[src/rtl/pulse_freq_duty_mode_filter_defines.svh]
// ---------------------------------------------------------------------------
// pulse_freq_duty_mode_filter assertion macros
// Immediate-consequence and next-cycle checks on clk, disabled in reset.
// ---------------------------------------------------------------------------
`ifndef PULSE_FREQ_DUTY_MODE_FILTER_DEFINES_SVH
`define PULSE_FREQ_DUTY_MODE_FILTER_DEFINES_SVH

`ifndef NO_ASSERTIONS
`define PFDM_ASSERT_IMP(lbl, ante, cons, msg) \
    lbl: assert property (@(posedge clk) disable iff (!rst_n) (ante) |-> (cons)) \
        else $error(msg);
`define PFDM_ASSERT_NXT(lbl, ante, cons, msg) \
    lbl: assert property (@(posedge clk) disable iff (!rst_n) (ante) |=> (cons)) \
        else $error(msg);
`else
`define PFDM_ASSERT_IMP(lbl, ante, cons, msg)
`define PFDM_ASSERT_NXT(lbl, ante, cons, msg)
`endif

`endif

[src/rtl/pfdm_pkg.sv]
// ---------------------------------------------------------------------------
// pfdm_pkg
// Shared constants, payload structs, control structs and state types.
// ---------------------------------------------------------------------------
`default_nettype none

package pfdm_pkg;

    localparam int TABLE_SLOTS = 10;
    localparam int SLOT_IDX_W  = (TABLE_SLOTS > 1) ? $clog2(TABLE_SLOTS) : 1;
    localparam int TICK_HZ     = 1000000;

    localparam int DIV_W      = 32;
    localparam int DIVISOR_W  = 16;
    localparam int DIV_CNT_W  = $clog2(DIV_W);

    localparam logic [15:0] MIN_PERIOD  = 16'd16;
    localparam logic [15:0] DUTY_SCALE  = 16'd25600;
    localparam logic [15:0] WIDTH_SCALE = 16'd10000;
    localparam logic [19:0] WIDTH_MAX   = 20'd1000000;
    localparam logic [15:0] COUNT_MAX   = 16'hFFFF;

    localparam int CFG_IDX_W = 3;
    localparam logic [CFG_IDX_W-1:0] REG_FREQ_LOW       = 3'd0;
    localparam logic [CFG_IDX_W-1:0] REG_FREQ_HIGH      = 3'd1;
    localparam logic [CFG_IDX_W-1:0] REG_DUTY_LOW       = 3'd2;
    localparam logic [CFG_IDX_W-1:0] REG_DUTY_HIGH      = 3'd3;
    localparam logic [CFG_IDX_W-1:0] REG_CLEAR_INTERVAL = 3'd4;

    typedef struct packed {
        logic [15:0] start_rise;
        logic [15:0] fall_stamp;
        logic [15:0] end_rise;
    } meas_t;

    typedef struct packed {
        logic [15:0] mode_freq;
        logic [14:0] duty_q8;
        logic [19:0] high_time_us;
        logic        in_range;
        logic        bad_period;
    } result_t;

    typedef struct packed {
        logic                 start;
        logic [DIV_W-1:0]     dividend;
        logic [DIVISOR_W-1:0] divisor;
    } div_cmd_t;

    typedef struct packed {
        logic             done;
        logic [DIV_W-1:0] quotient;
    } div_stat_t;

    typedef struct packed {
        logic        clear;
        logic        insert;
        logic [15:0] freq;
    } tbl_cmd_t;

    typedef struct packed {
        logic        done;
        logic [15:0] mode_freq;
    } tbl_stat_t;

    typedef enum logic [2:0] {
        TB_IDLE,
        TB_FIND,
        TB_EVICT,
        TB_MODE,
        TB_DONE
    } tbl_state_t;

    typedef enum logic [2:0] {
        ST_IDLE,
        ST_PREP,
        ST_DUTY,
        ST_FREQ,
        ST_TABLE,
        ST_WIDTH,
        ST_OUT
    } pfdm_state_t;

endpackage

`default_nettype wire

[src/rtl/pulse_freq_duty_mode_filter.sv]
// ---------------------------------------------------------------------------
// pulse_freq_duty_mode_filter
// A zero period skips the divides. Otherwise up to three divides (duty,
// frequency, high time) run in turn on the shared 32-step divider, with a
// table insert and mode scan, evicting a slot when none fits, before the last.
// One transaction at a time; the next is accepted the cycle after the result
// register loads.
// Reset clears the table, held values and counter and sets the configuration registers to defaults.
// ---------------------------------------------------------------------------
`default_nettype none

`include "pulse_freq_duty_mode_filter_defines.svh"

module pulse_freq_duty_mode_filter
    import pfdm_pkg::*;
(
    input  wire logic                 clk,
    input  wire logic                 rst_n,
    input  wire logic                 cfg_wen,
    input  wire logic [CFG_IDX_W-1:0] cfg_index,
    input  wire logic [15:0]          cfg_data,
    input  wire logic                 meas_valid,
    output logic                      meas_ready,
    input  wire meas_t                meas,
    output logic                      result_valid,
    input  wire logic                 result_ready,
    output result_t                   result
);

    pfdm_state_t state_reg, state_next;

    logic [15:0] freq_low_reg;
    logic [15:0] freq_high_reg;
    logic [6:0]  duty_low_reg;
    logic [6:0]  duty_high_reg;
    logic [15:0] clear_ivl_reg;

    logic [15:0] period_reg, period_next;
    logic [15:0] high_reg, high_next;
    logic        bad_reg, bad_next;
    logic        ok_reg, ok_next;
    logic [15:0] item_cnt_reg, item_cnt_next;
    logic [14:0] held_duty_reg, held_duty_next;
    logic [15:0] held_mode_reg, held_mode_next;
    logic [19:0] held_width_reg, held_width_next;
    result_t     result_reg, result_next;
    logic        result_valid_reg, result_valid_next;

    div_cmd_t    div_cmd;
    div_stat_t   div_stat;
    tbl_cmd_t    tbl_cmd;
    tbl_stat_t   tbl_stat;

    logic [15:0] in_period;
    logic [15:0] in_high;
    logic [31:0] duty_prod;
    logic [31:0] width_prod;
    logic [23:0] pct;
    logic [15:0] freq_sat;
    logic        freq_ok;

    pfdm_div u_div (
        .clk   (clk),
        .rst_n (rst_n),
        .cmd   (div_cmd),
        .stat  (div_stat)
    );

    pfdm_table u_table (
        .clk   (clk),
        .rst_n (rst_n),
        .cmd   (tbl_cmd),
        .stat  (tbl_stat)
    );

    always_ff @(posedge clk or negedge rst_n)
    begin
        if (!rst_n)
        begin
            freq_low_reg  <= 16'd100;
            freq_high_reg <= 16'd1000;
            duty_low_reg  <= 7'd10;
            duty_high_reg <= 7'd90;
            clear_ivl_reg <= 16'd4000;
        end
        else if (cfg_wen)
        begin
            unique case (cfg_index)
                REG_FREQ_LOW:       freq_low_reg  <= cfg_data;
                REG_FREQ_HIGH:      freq_high_reg <= cfg_data;
                REG_DUTY_LOW:       duty_low_reg  <= cfg_data[6:0];
                REG_DUTY_HIGH:      duty_high_reg <= cfg_data[6:0];
                REG_CLEAR_INTERVAL: clear_ivl_reg <= cfg_data;
                default:            ;
            endcase
        end
    end

    always_comb
    begin
        in_period  = meas.end_rise - meas.start_rise;
        in_high    = meas.fall_stamp - meas.start_rise;
        duty_prod  = 32'(high_reg) * 32'(DUTY_SCALE);
        width_prod = 32'(held_duty_reg) * 32'(WIDTH_SCALE);
        pct        = div_stat.quotient[DIV_W-1:8];
        freq_sat   = (|div_stat.quotient[DIV_W-1:16]) ? COUNT_MAX
                                                       : div_stat.quotient[15:0];
        freq_ok    = !bad_reg && (freq_sat != 16'd0) &&
                     (freq_sat >= freq_low_reg) && (freq_sat <= freq_high_reg);

        state_next        = state_reg;
        period_next       = period_reg;
        high_next         = high_reg;
        bad_next          = bad_reg;
        ok_next           = ok_reg;
        item_cnt_next     = item_cnt_reg;
        held_duty_next    = held_duty_reg;
        held_mode_next    = held_mode_reg;
        held_width_next   = held_width_reg;
        result_next       = result_reg;
        result_valid_next = result_valid_reg && !result_ready;
        meas_ready        = 1'b0;
        div_cmd           = '0;
        tbl_cmd           = '0;

        unique case (state_reg)
            ST_IDLE:
            begin
                meas_ready = 1'b1;
                if (meas_valid)
                begin
                    period_next = in_period;
                    high_next   = in_high;
                    bad_next    = (in_period < MIN_PERIOD);
                    ok_next     = 1'b0;
                    if (item_cnt_reg > clear_ivl_reg)
                    begin
                        tbl_cmd.clear = 1'b1;
                        item_cnt_next = 16'd1;
                    end
                    else if (item_cnt_reg != COUNT_MAX)
                    begin
                        item_cnt_next = item_cnt_reg + 16'd1;
                    end
                    state_next = ST_PREP;
                end
            end
            ST_PREP:
            begin
                if (period_reg == 16'd0)
                begin
                    state_next = ST_OUT;
                end
                else
                begin
                    div_cmd.start    = 1'b1;
                    div_cmd.dividend = duty_prod;
                    div_cmd.divisor  = period_reg;
                    state_next       = ST_DUTY;
                end
            end
            ST_DUTY:
            begin
                if (div_stat.done)
                begin
                    if ((pct > 24'(duty_low_reg)) && (pct < 24'(duty_high_reg)))
                    begin
                        held_duty_next = div_stat.quotient[14:0];
                    end
                    div_cmd.start    = 1'b1;
                    div_cmd.dividend = DIV_W'(TICK_HZ);
                    div_cmd.divisor  = period_reg;
                    state_next       = ST_FREQ;
                end
            end
            ST_FREQ:
            begin
                if (div_stat.done)
                begin
                    ok_next = freq_ok;
                    if (freq_ok)
                    begin
                        tbl_cmd.insert = 1'b1;
                        tbl_cmd.freq   = freq_sat;
                        state_next     = ST_TABLE;
                    end
                    else
                    begin
                        state_next = ST_OUT;
                    end
                end
            end
            ST_TABLE:
            begin
                if (tbl_stat.done)
                begin
                    held_mode_next = tbl_stat.mode_freq;
                    if (tbl_stat.mode_freq == 16'd0)
                    begin
                        held_width_next = '0;
                        state_next      = ST_OUT;
                    end
                    else
                    begin
                        div_cmd.start    = 1'b1;
                        div_cmd.dividend = {8'd0, width_prod[31:8]};
                        div_cmd.divisor  = tbl_stat.mode_freq;
                        state_next       = ST_WIDTH;
                    end
                end
            end
            ST_WIDTH:
            begin
                if (div_stat.done)
                begin
                    held_width_next = (div_stat.quotient > DIV_W'(WIDTH_MAX))
                                      ? WIDTH_MAX : div_stat.quotient[19:0];
                    state_next      = ST_OUT;
                end
            end
            ST_OUT:
            begin
                if (!result_valid_reg || result_ready)
                begin
                    result_next.mode_freq    = held_mode_reg;
                    result_next.duty_q8      = held_duty_reg;
                    result_next.high_time_us = held_width_reg;
                    result_next.in_range     = ok_reg;
                    result_next.bad_period   = bad_reg;
                    result_valid_next        = 1'b1;
                    state_next               = ST_IDLE;
                end
            end
            default:
            begin
                state_next = ST_IDLE;
            end
        endcase
    end

    always_ff @(posedge clk or negedge rst_n)
    begin
        if (!rst_n)
        begin
            state_reg        <= ST_IDLE;
            item_cnt_reg     <= '0;
            held_duty_reg    <= '0;
            held_mode_reg    <= '0;
            held_width_reg   <= '0;
            result_valid_reg <= 1'b0;
        end
        else
        begin
            state_reg        <= state_next;
            item_cnt_reg     <= item_cnt_next;
            held_duty_reg    <= held_duty_next;
            held_mode_reg    <= held_mode_next;
            held_width_reg   <= held_width_next;
            result_valid_reg <= result_valid_next;
        end
    end

    always_ff @(posedge clk)
    begin
        period_reg <= period_next;
        high_reg   <= high_next;
        bad_reg    <= bad_next;
        ok_reg     <= ok_next;
        result_reg <= result_next;
    end

    assign result_valid = result_valid_reg;
    assign result       = result_reg;

    `PFDM_ASSERT_IMP(a_tbl_done_in_table, tbl_stat.done, state_reg == ST_TABLE,
        "table done outside table wait")
    `PFDM_ASSERT_IMP(a_div_done_in_wait, div_stat.done,
        state_reg == ST_DUTY || state_reg == ST_FREQ || state_reg == ST_WIDTH,
        "divider done outside divide wait")
    `PFDM_ASSERT_NXT(a_accept_to_prep, meas_valid && meas_ready, state_reg == ST_PREP,
        "accepted transaction not started")
    `PFDM_ASSERT_IMP(a_zero_mode_width, held_mode_reg == 16'd0, held_width_reg == 20'd0,
        "nonzero width with zero mode")

endmodule

`default_nettype wire

[src/rtl/pfdm_div.sv]
// ---------------------------------------------------------------------------
// pfdm_div
// Shared restoring divider, one quotient bit per cycle, done pulse at end.
// ---------------------------------------------------------------------------
`default_nettype none

module pfdm_div
    import pfdm_pkg::*;
(
    input  wire logic     clk,
    input  wire logic     rst_n,
    input  wire div_cmd_t cmd,
    output div_stat_t     stat
);

    logic                 busy_reg, busy_next;
    logic                 done_reg, done_next;
    logic [DIV_CNT_W-1:0] cnt_reg, cnt_next;
    logic [DIVISOR_W-1:0] rem_reg, rem_next;
    logic [DIV_W-1:0]     quo_reg, quo_next;
    logic [DIVISOR_W-1:0] dvs_reg, dvs_next;

    logic [DIVISOR_W:0]   shifted;
    logic [DIVISOR_W:0]   trial;
    logic                 fits;

    always_comb
    begin
        shifted   = {rem_reg, quo_reg[DIV_W-1]};
        trial     = shifted - {1'b0, dvs_reg};
        fits      = (shifted >= {1'b0, dvs_reg});
        busy_next = busy_reg;
        done_next = 1'b0;
        cnt_next  = cnt_reg;
        rem_next  = rem_reg;
        quo_next  = quo_reg;
        dvs_next  = dvs_reg;
        if (busy_reg)
        begin
            rem_next = fits ? trial[DIVISOR_W-1:0] : shifted[DIVISOR_W-1:0];
            quo_next = {quo_reg[DIV_W-2:0], fits};
            cnt_next = cnt_reg + DIV_CNT_W'(1);
            if (cnt_reg == DIV_CNT_W'(DIV_W - 1))
            begin
                busy_next = 1'b0;
                done_next = 1'b1;
            end
        end
        else if (cmd.start)
        begin
            busy_next = 1'b1;
            cnt_next  = '0;
            rem_next  = '0;
            quo_next  = cmd.dividend;
            dvs_next  = cmd.divisor;
        end
    end

    always_ff @(posedge clk or negedge rst_n)
    begin
        if (!rst_n)
        begin
            busy_reg <= 1'b0;
            done_reg <= 1'b0;
            cnt_reg  <= '0;
        end
        else
        begin
            busy_reg <= busy_next;
            done_reg <= done_next;
            cnt_reg  <= cnt_next;
        end
    end

    always_ff @(posedge clk)
    begin
        rem_reg <= rem_next;
        quo_reg <= quo_next;
        dvs_reg <= dvs_next;
    end

    assign stat.done     = done_reg;
    assign stat.quotient = quo_reg;

endmodule

`default_nettype wire

[src/rtl/pfdm_table.sv]
// ---------------------------------------------------------------------------
// pfdm_table
// Frequency/count slot table: match-or-fill scan, eviction, then mode scan.
// ---------------------------------------------------------------------------
`default_nettype none

module pfdm_table
    import pfdm_pkg::*;
(
    input  wire logic     clk,
    input  wire logic     rst_n,
    input  wire tbl_cmd_t cmd,
    output tbl_stat_t     stat
);

    tbl_state_t            state_reg, state_next;
    logic [SLOT_IDX_W-1:0] idx_reg, idx_next;
    logic [SLOT_IDX_W-1:0] vic_reg, vic_next;
    logic [15:0]           key_reg, key_next;
    logic [15:0]           min_reg, min_next;
    logic [15:0]           top_reg, top_next;
    logic [15:0]           best_reg, best_next;
    logic [15:0]           slot_freq_reg  [TABLE_SLOTS];
    logic [15:0]           slot_count_reg [TABLE_SLOTS];

    logic [15:0]           cur_f;
    logic [15:0]           cur_c;
    logic                  last;
    logic                  take;
    logic                  wr_en;
    logic [15:0]           wr_freq;
    logic [15:0]           wr_count;
    logic                  clr_all;

    always_comb
    begin
        cur_f      = slot_freq_reg[idx_reg];
        cur_c      = slot_count_reg[idx_reg];
        last       = (idx_reg == SLOT_IDX_W'(TABLE_SLOTS - 1));
        take       = 1'b0;
        state_next = state_reg;
        idx_next   = idx_reg;
        vic_next   = vic_reg;
        key_next   = key_reg;
        min_next   = min_reg;
        top_next   = top_reg;
        best_next  = best_reg;
        wr_en      = 1'b0;
        wr_freq    = key_reg;
        wr_count   = '0;
        clr_all    = 1'b0;
        unique case (state_reg)
            TB_IDLE:
            begin
                clr_all = cmd.clear;
                if (cmd.insert)
                begin
                    key_next   = cmd.freq;
                    idx_next   = '0;
                    state_next = TB_FIND;
                end
            end
            TB_FIND:
            begin
                if (cur_f == key_reg)
                begin
                    wr_en      = 1'b1;
                    wr_freq    = cur_f;
                    wr_count   = (cur_c == COUNT_MAX) ? cur_c : cur_c + 16'd1;
                    idx_next   = '0;
                    state_next = TB_MODE;
                end
                else if (cur_f == 16'd0)
                begin
                    wr_en      = 1'b1;
                    idx_next   = '0;
                    state_next = TB_MODE;
                end
                else
                begin
                    take = (idx_reg == '0) || (cur_c < min_reg);
                    if (take)
                    begin
                        min_next = cur_c;
                        vic_next = idx_reg;
                    end
                    if (last)
                    begin
                        idx_next   = take ? idx_reg : vic_reg;
                        state_next = TB_EVICT;
                    end
                    else
                    begin
                        idx_next = idx_reg + SLOT_IDX_W'(1);
                    end
                end
            end
            TB_EVICT:
            begin
                wr_en      = 1'b1;
                idx_next   = '0;
                state_next = TB_MODE;
            end
            TB_MODE:
            begin
                if ((idx_reg == '0) || (cur_c > top_reg))
                begin
                    top_next  = cur_c;
                    best_next = cur_f;
                end
                if (last)
                begin
                    state_next = TB_DONE;
                end
                else
                begin
                    idx_next = idx_reg + SLOT_IDX_W'(1);
                end
            end
            TB_DONE:
            begin
                state_next = TB_IDLE;
            end
            default:
            begin
                state_next = TB_IDLE;
            end
        endcase
    end

    always_ff @(posedge clk or negedge rst_n)
    begin
        if (!rst_n)
        begin
            state_reg <= TB_IDLE;
            for (int i = 0; i < TABLE_SLOTS; i++)
            begin
                slot_freq_reg[i]  <= '0;
                slot_count_reg[i] <= '0;
            end
        end
        else
        begin
            state_reg <= state_next;
            for (int i = 0; i < TABLE_SLOTS; i++)
            begin
                if (clr_all)
                begin
                    slot_count_reg[i] <= '0;
                end
                else if (wr_en && (idx_reg == SLOT_IDX_W'(i)))
                begin
                    slot_freq_reg[i]  <= wr_freq;
                    slot_count_reg[i] <= wr_count;
                end
            end
        end
    end

    always_ff @(posedge clk)
    begin
        idx_reg  <= idx_next;
        vic_reg  <= vic_next;
        key_reg  <= key_next;
        min_reg  <= min_next;
        top_reg  <= top_next;
        best_reg <= best_next;
    end

    assign stat.done      = (state_reg == TB_DONE);
    assign stat.mode_freq = best_reg;

endmodule

`default_nettype wire
[config.mk]
export PLATFORM = sky130hd
export DESIGN_NAME = pulse_freq_duty_mode_filter
export DESIGN_NICKNAME = d
export VERILOG_FILES = /design/src/rtl/pfdm_pkg.sv /design/src/rtl/pulse_freq_duty_mode_filter.sv /design/src/rtl/pfdm_div.sv /design/src/rtl/pfdm_table.sv
export VERILOG_INCLUDE_DIRS = /design/src /design/src/rtl
export SDC_FILE = /design/constraint.sdc
export NUM_CORES = 1
export LEC_CHECK = 0
export ABC_AREA = 0
export BUFFER_PORTS_ARGS = -buffer_cell sky130_fd_sc_hd__clkbuf_2
export CORE_ASPECT_RATIO = 1.75
export CORE_MARGIN = 2
export CORE_UTILIZATION = 56
export DETAILED_ROUTE_END_ITERATION = 6
export PLACE_DENSITY_LB_ADDON = 0.08
export SETUP_SLACK_MARGIN = 0.1
export SYNTH_ARGS = -nofsm -noshare
export SYNTH_HDL_FRONTEND = slang
export SYNTH_HIERARCHICAL = 1
export SYNTH_SLANG_ARGS = --single-unit
[constraint.sdc]
create_clock -name clk -period 6.6 [get_ports clk]
set_input_delay 0.33 -clock clk [delete_from_list [all_inputs] [get_ports clk]]
set_output_delay 0.33 -clock clk [all_outputs]
set_load 0.02 [all_outputs]
# == After elaboration in Yosys (flattened, before gate mapping) ==
# Cells that the tools add are included.
# totals
wordCells,287
register_bits,686
# op_classes
n_addsub,7
mux,95
n_eq_ne,38
bitwise,5
reduce_logical,76
mul,2
n_lt_le_gt_ge,11
# ops
op,n
16-bit 2-to-1 mux,35
49-bit 2-to-1 mux,4
49-bit one-hot mux with 3 select lines,1
16-bit binary-select mux with 4-bit select,2
20-bit 2-to-1 mux,4
32-bit 2-to-1 mux,2
17-bit 2-to-1 mux,3
16-bit zero test,3
16-bit subtractor,3
2-bit AND reduction,21
20-bit one-hot mux with 2 select lines,1
3-bit 2-to-1 mux,12
"16-bit by 1-bit adder with 16-bit output, second input constant",2
16-bit greater-than comparator,2
"32-bit by 20-bit greater-than comparator with 1-bit output, second input constant",1
2-bit nonzero test,14
"15-bit by 10-bit multiplier with 25-bit output, second input constant",1
24-bit by 7-bit greater-than comparator with 1-bit output,1
24-bit by 7-bit < comparator with 1-bit output,1
4-bit 2-to-1 mux,6
"16-bit by 5-bit multiplier with 21-bit output, second input constant",1
3-bit one-hot mux with 7 select lines,1
3-bit AND reduction,7
"3-bit by 2-bit == test with 1-bit output, second input constant",6
other kinds (39),100

# == Depth between registers and ports, before layout ==
# logic_depth
word_depth,11
mapped_depth,21
mapped_depth_nobuf,21

# == Modules after synthesis ==
# Netlist, hierarchy kept.
# by_module_without_submodules
mod,area_per_inst_um2,cells_each,n_inst,seq_area_each_um2
pfdm_table,18821.8,1516,1,10244.8
pulse_freq_duty_mode_filter,15595.0,1597,1,5967.0
pfdm_div,3774.9,303,1,2097.0

# == Least setup slack after synthesis ==
# Ideal clock, no wire load.
# synth_timing
kind,reg-to-reg
from,register state_reg[2] (netlist name)
to,"register result_reg (netlist bit result[0]), enable pin"
path_stages_with_launch,5
setup_ns,0.540
path_slack_ns,1.287
path_buffers,2
required_ns,6.060
arrival_time_ns,4.773
path_cell_list,dfrtp_1 -> clkbuf_1 -> clkbuf_1 -> nand2_1 -> nor3b_1
# synth_lines
element,line_no,text
end signal: assignment,pulse_freq_duty_mode_filter.sv:269,result_reg <= result_next;
end: declaration,pulse_freq_duty_mode_filter.sv:46,"result_t result_reg, result_next;"

==> reports/qor.yml <==
yosys:
  synthAdderAreaFrac_pct: 11.13
  synth_area_leaders: "dfrtp_1 (29%), edfxtp_1 (18%), ha_1 (8.7%), mux2_2 (6.4%), o21ai_0 (3.4%)"
  synth.most_common_cell: "dfrtp_1"
  synth_common_cells: "dfrtp_1 (442), nand2_1 (321), inv_1 (312)"
  synth_mux_area_share_pct: 11.90
  synth_area_leader_cell: "dfrtp_1"
  synth_warnings: 6
  synthFlopType: "dfrtp_1"
  synth_xor_area_share_pct: 2.202
  syn_area_um2: 38190
  syn_nets: 3800
  synth_top_area_share_pct: 28.96
  synth-compound-area-share_pct: 10.55
  synth_edf_count: 223
  yosysUniqueCellTypes: 110
  ys_ff_latch: 686
  syn_inst: 3416
  yosysSeqAreaShare_pct: 47.94
  synth_top_family_by_area: "multiplexers"
  post_synth.cell_area_avg_um2: 11.18
  async_flop_share_pct: 67.49
  synthSimpleGateAreaFrac_pct: 11.18
timing:
  relSlewSlack_pct: 19.80
  setup_tns_ns: 0
  worst_slew_pin_slew_ns: 1.203
  final.setup_skew_ns: 0.02696
  fmax_ghz: 0.1829
  slew_violations: 0
  layout_worst_path_cycle_share_pct: 82.82
  setup_viol: 0
  rsz0062_at_grt: "no"
  fin_crit_ns: 5.466
  finalHoldViolations: 0
routing:
  vias: 26610
  first_iter_violations: 1581
  viasPerCell: 5.953
  drc: 0
  routed_wl_mm: 100.7
  first_pass_iters: 5
  detail-route-antenna-nets: 0
  wire_per_inst_um: 22.52
worst_hold_path:
  worstHoldPathCells: 3
  hp-class: "input port to flip-flop"
  hold_start: "cfg_data[5]"
clock_tree:
  cts_resized: 0
  clock_latency_ns: 0.63
  cts_setup_buffers: 0
  clk_pin_slew_ns: 0.07
  cts_buffer_depth: 3
  cts_tree: "built"
  numCtsBuffers: 67
  cts_sinks: 686
  clockRootBuffer: "clkbuf_16"
  cts_hold_buf: 9
  htreeDepth: 3
worst_setup_path:
  r2r_setup_slack_ns: 1.13
  cp-end-kind: "flip-flop"
  r2r_cells: 20
  worstPathMaxFanout: 4
  critPathKind: "flip-flop to flip-flop"
  cp.required_ns: 6.99
  rr_startpoint: "held_duty_reg[8]$_DFFE_PN0P_"
  startpoint: "held_duty_reg[8]$_DFFE_PN0P_"
  arrival_ns: 5.86
  start_kind: "flip-flop"
finish:
  area_growth_pct: 10.12
  drive_gt1_share_pct: 18.13
  layout.cells.non_filler: 4470
  diodes: 0
  nets: 3904
  seqCellArea_um2: 18310
  multi_input_comb_area_um2: 18050
  nFillCells: 5503
place:
  dp_hpwl_mm: 73.19
  gp_congestion: 0.8993
  io_buffers: 126
  dpl.cell_count: 4338
global_routing:
  grt_pass1_vias: 28060
  antenna_found_initial: 0
  grt.overflow.total: 0
  grt_pass1_wl_mm: 158.3
  grt_usage_pct: 29.19
  grt_max_degree: 147
job:
  maxCapViolations: 0
floorplanning:
  dieArea_um2: 70390
  fp.dieH_um: 349.5
  initial_core_util_pct: 56.60
  fp.dieW_um: 201.4
  io_pins: 127
  std_cell_rows: 126
  core_um2: 67470
pwr:
  comb_power_share_pct: 35.4
  power_frac_seq_pct: 39.9
  leakage_nw: 19.58
  p_sw_share_pct: 36.39
  p_int_mw: 10.21
  max-vdd-ir-drop_mv: 0.2402
  power_density_nw_per_um2: 381.7
  switchingPower_mw: 5.842
  p_clk_share_pct: 24.7
run_status:
  status: "complete, no violations"
## cell usage in the layout (no fill, tap or decap), types with 44 or more instances in the layout
cell type	synthesis	routed
a21oi_1	69	69
buf_4	7	44
clkbuf_16	0	70
clkbuf_2	1	125
dfrtp_1	442	442
edfxtp_1	223	223
fa_1	46	46
ha_1	266	266
inv_1	312	311
mux2_2	217	217
mux2i_1	84	84
mux4_2	47	47
nand2_1	321	320
nand3_1	133	133
nor2_1	126	124
o21ai_0	262	261
xnor2_1	64	64
## cells by family (layout without fill, tap and decap cells)
group                      count (synthesis)  after routing
adders and majority gates                312            312
other                                      1              1
muxes                                    363            363
DFF                                      686            686
and+or+nand+nor                          873            873
AOI/OAI and AO/OA                        623            623
xor gates and xnor gates                  96             96
buffers and inverters                    462            620
## final timing paths
check / to
worst max-delay path: u_div/quo_reg[20]$_DFFE_PP_
worst min-delay path: freq_high_reg[5]$_DFFE_PN1P_
worst max register to register: u_div/quo_reg[20]$_DFFE_PP_
worst min register to register: result[1]$_DFFE_PP_
max in group asynchronous: held_duty_reg[13]$_DFFE_PN0P_
min in group asynchronous: u_table/slot_count_reg[139]$_DFFE_PN0P_
## worst max-delay path, stage by stage, from the launching register on
cell and delay, ns:
dfrtp_1 0.47, inv_1 0.18, fa_1 0.53, inv_1 0.04
ha_1 0.31, fa_1 0.49, ha_1 0.29, inv_1 0.05
fa_1 0.49, inv_1 0.04, ha_1 0.20, nor3_1 0.26
nand2_1 0.12, o21ai_0 0.35, o311ai_0 0.27, buf_4 0.21
a211oi_1 0.25, o21bai_1 0.11, xnor2_1 0.16, o22ai_1 0.10
mux2_2 0.30
## final cells by class
type / instances / area share [%]
clock buffers: 99 / 4.733
clock inverters: 24 / 0.6396
inverters: 314 / 2.802
multi-input cells: 2268 / 42.91
flip-flops and latches: 686 / 43.53
well taps: 896 / 2.666
repair buffers: 183 / 2.713
## metrics by stage
stage	utilization [%]	total power [mW]	hold WS [ns]	worst slack [ns]	area [um2]
finish	62.33	16.05	0.03379	1.134	42060
floorplan	-	10.31	0.03441	1.287	38190
CTS	62.33	16.14	0.009080	1.084	42060
detailed placement	58.85	12.12	0.4304	1.081	39710
global route	62.33	16.96	0.04985	0.8107	42060
global placement	58.85	11.90	0.4289	1.171	39710
## power by group through the flow
stage               Clock, mW  Combinational, mW  Sequential (mW)
global route             4.22               6.22             6.51
global placement            0               5.50             6.40
detailed placement          0               5.65             6.47
CTS                      4.06               5.69             6.39
finish                   3.97               5.68             6.40
floorplan                   0               4.15             6.16
## metal layers
layer / GRT usage (%) / vias up / wire, um
li1: - / 12360 / -
met1: 31.57 / 13340 / 36830
met2: 54.71 / 686 / 53740
met3: 4.275 / 231 / 4494
met4: 15.58 / 0 / 5614
met5: 0 / - / 0
(Power assumes the default switching activity.)
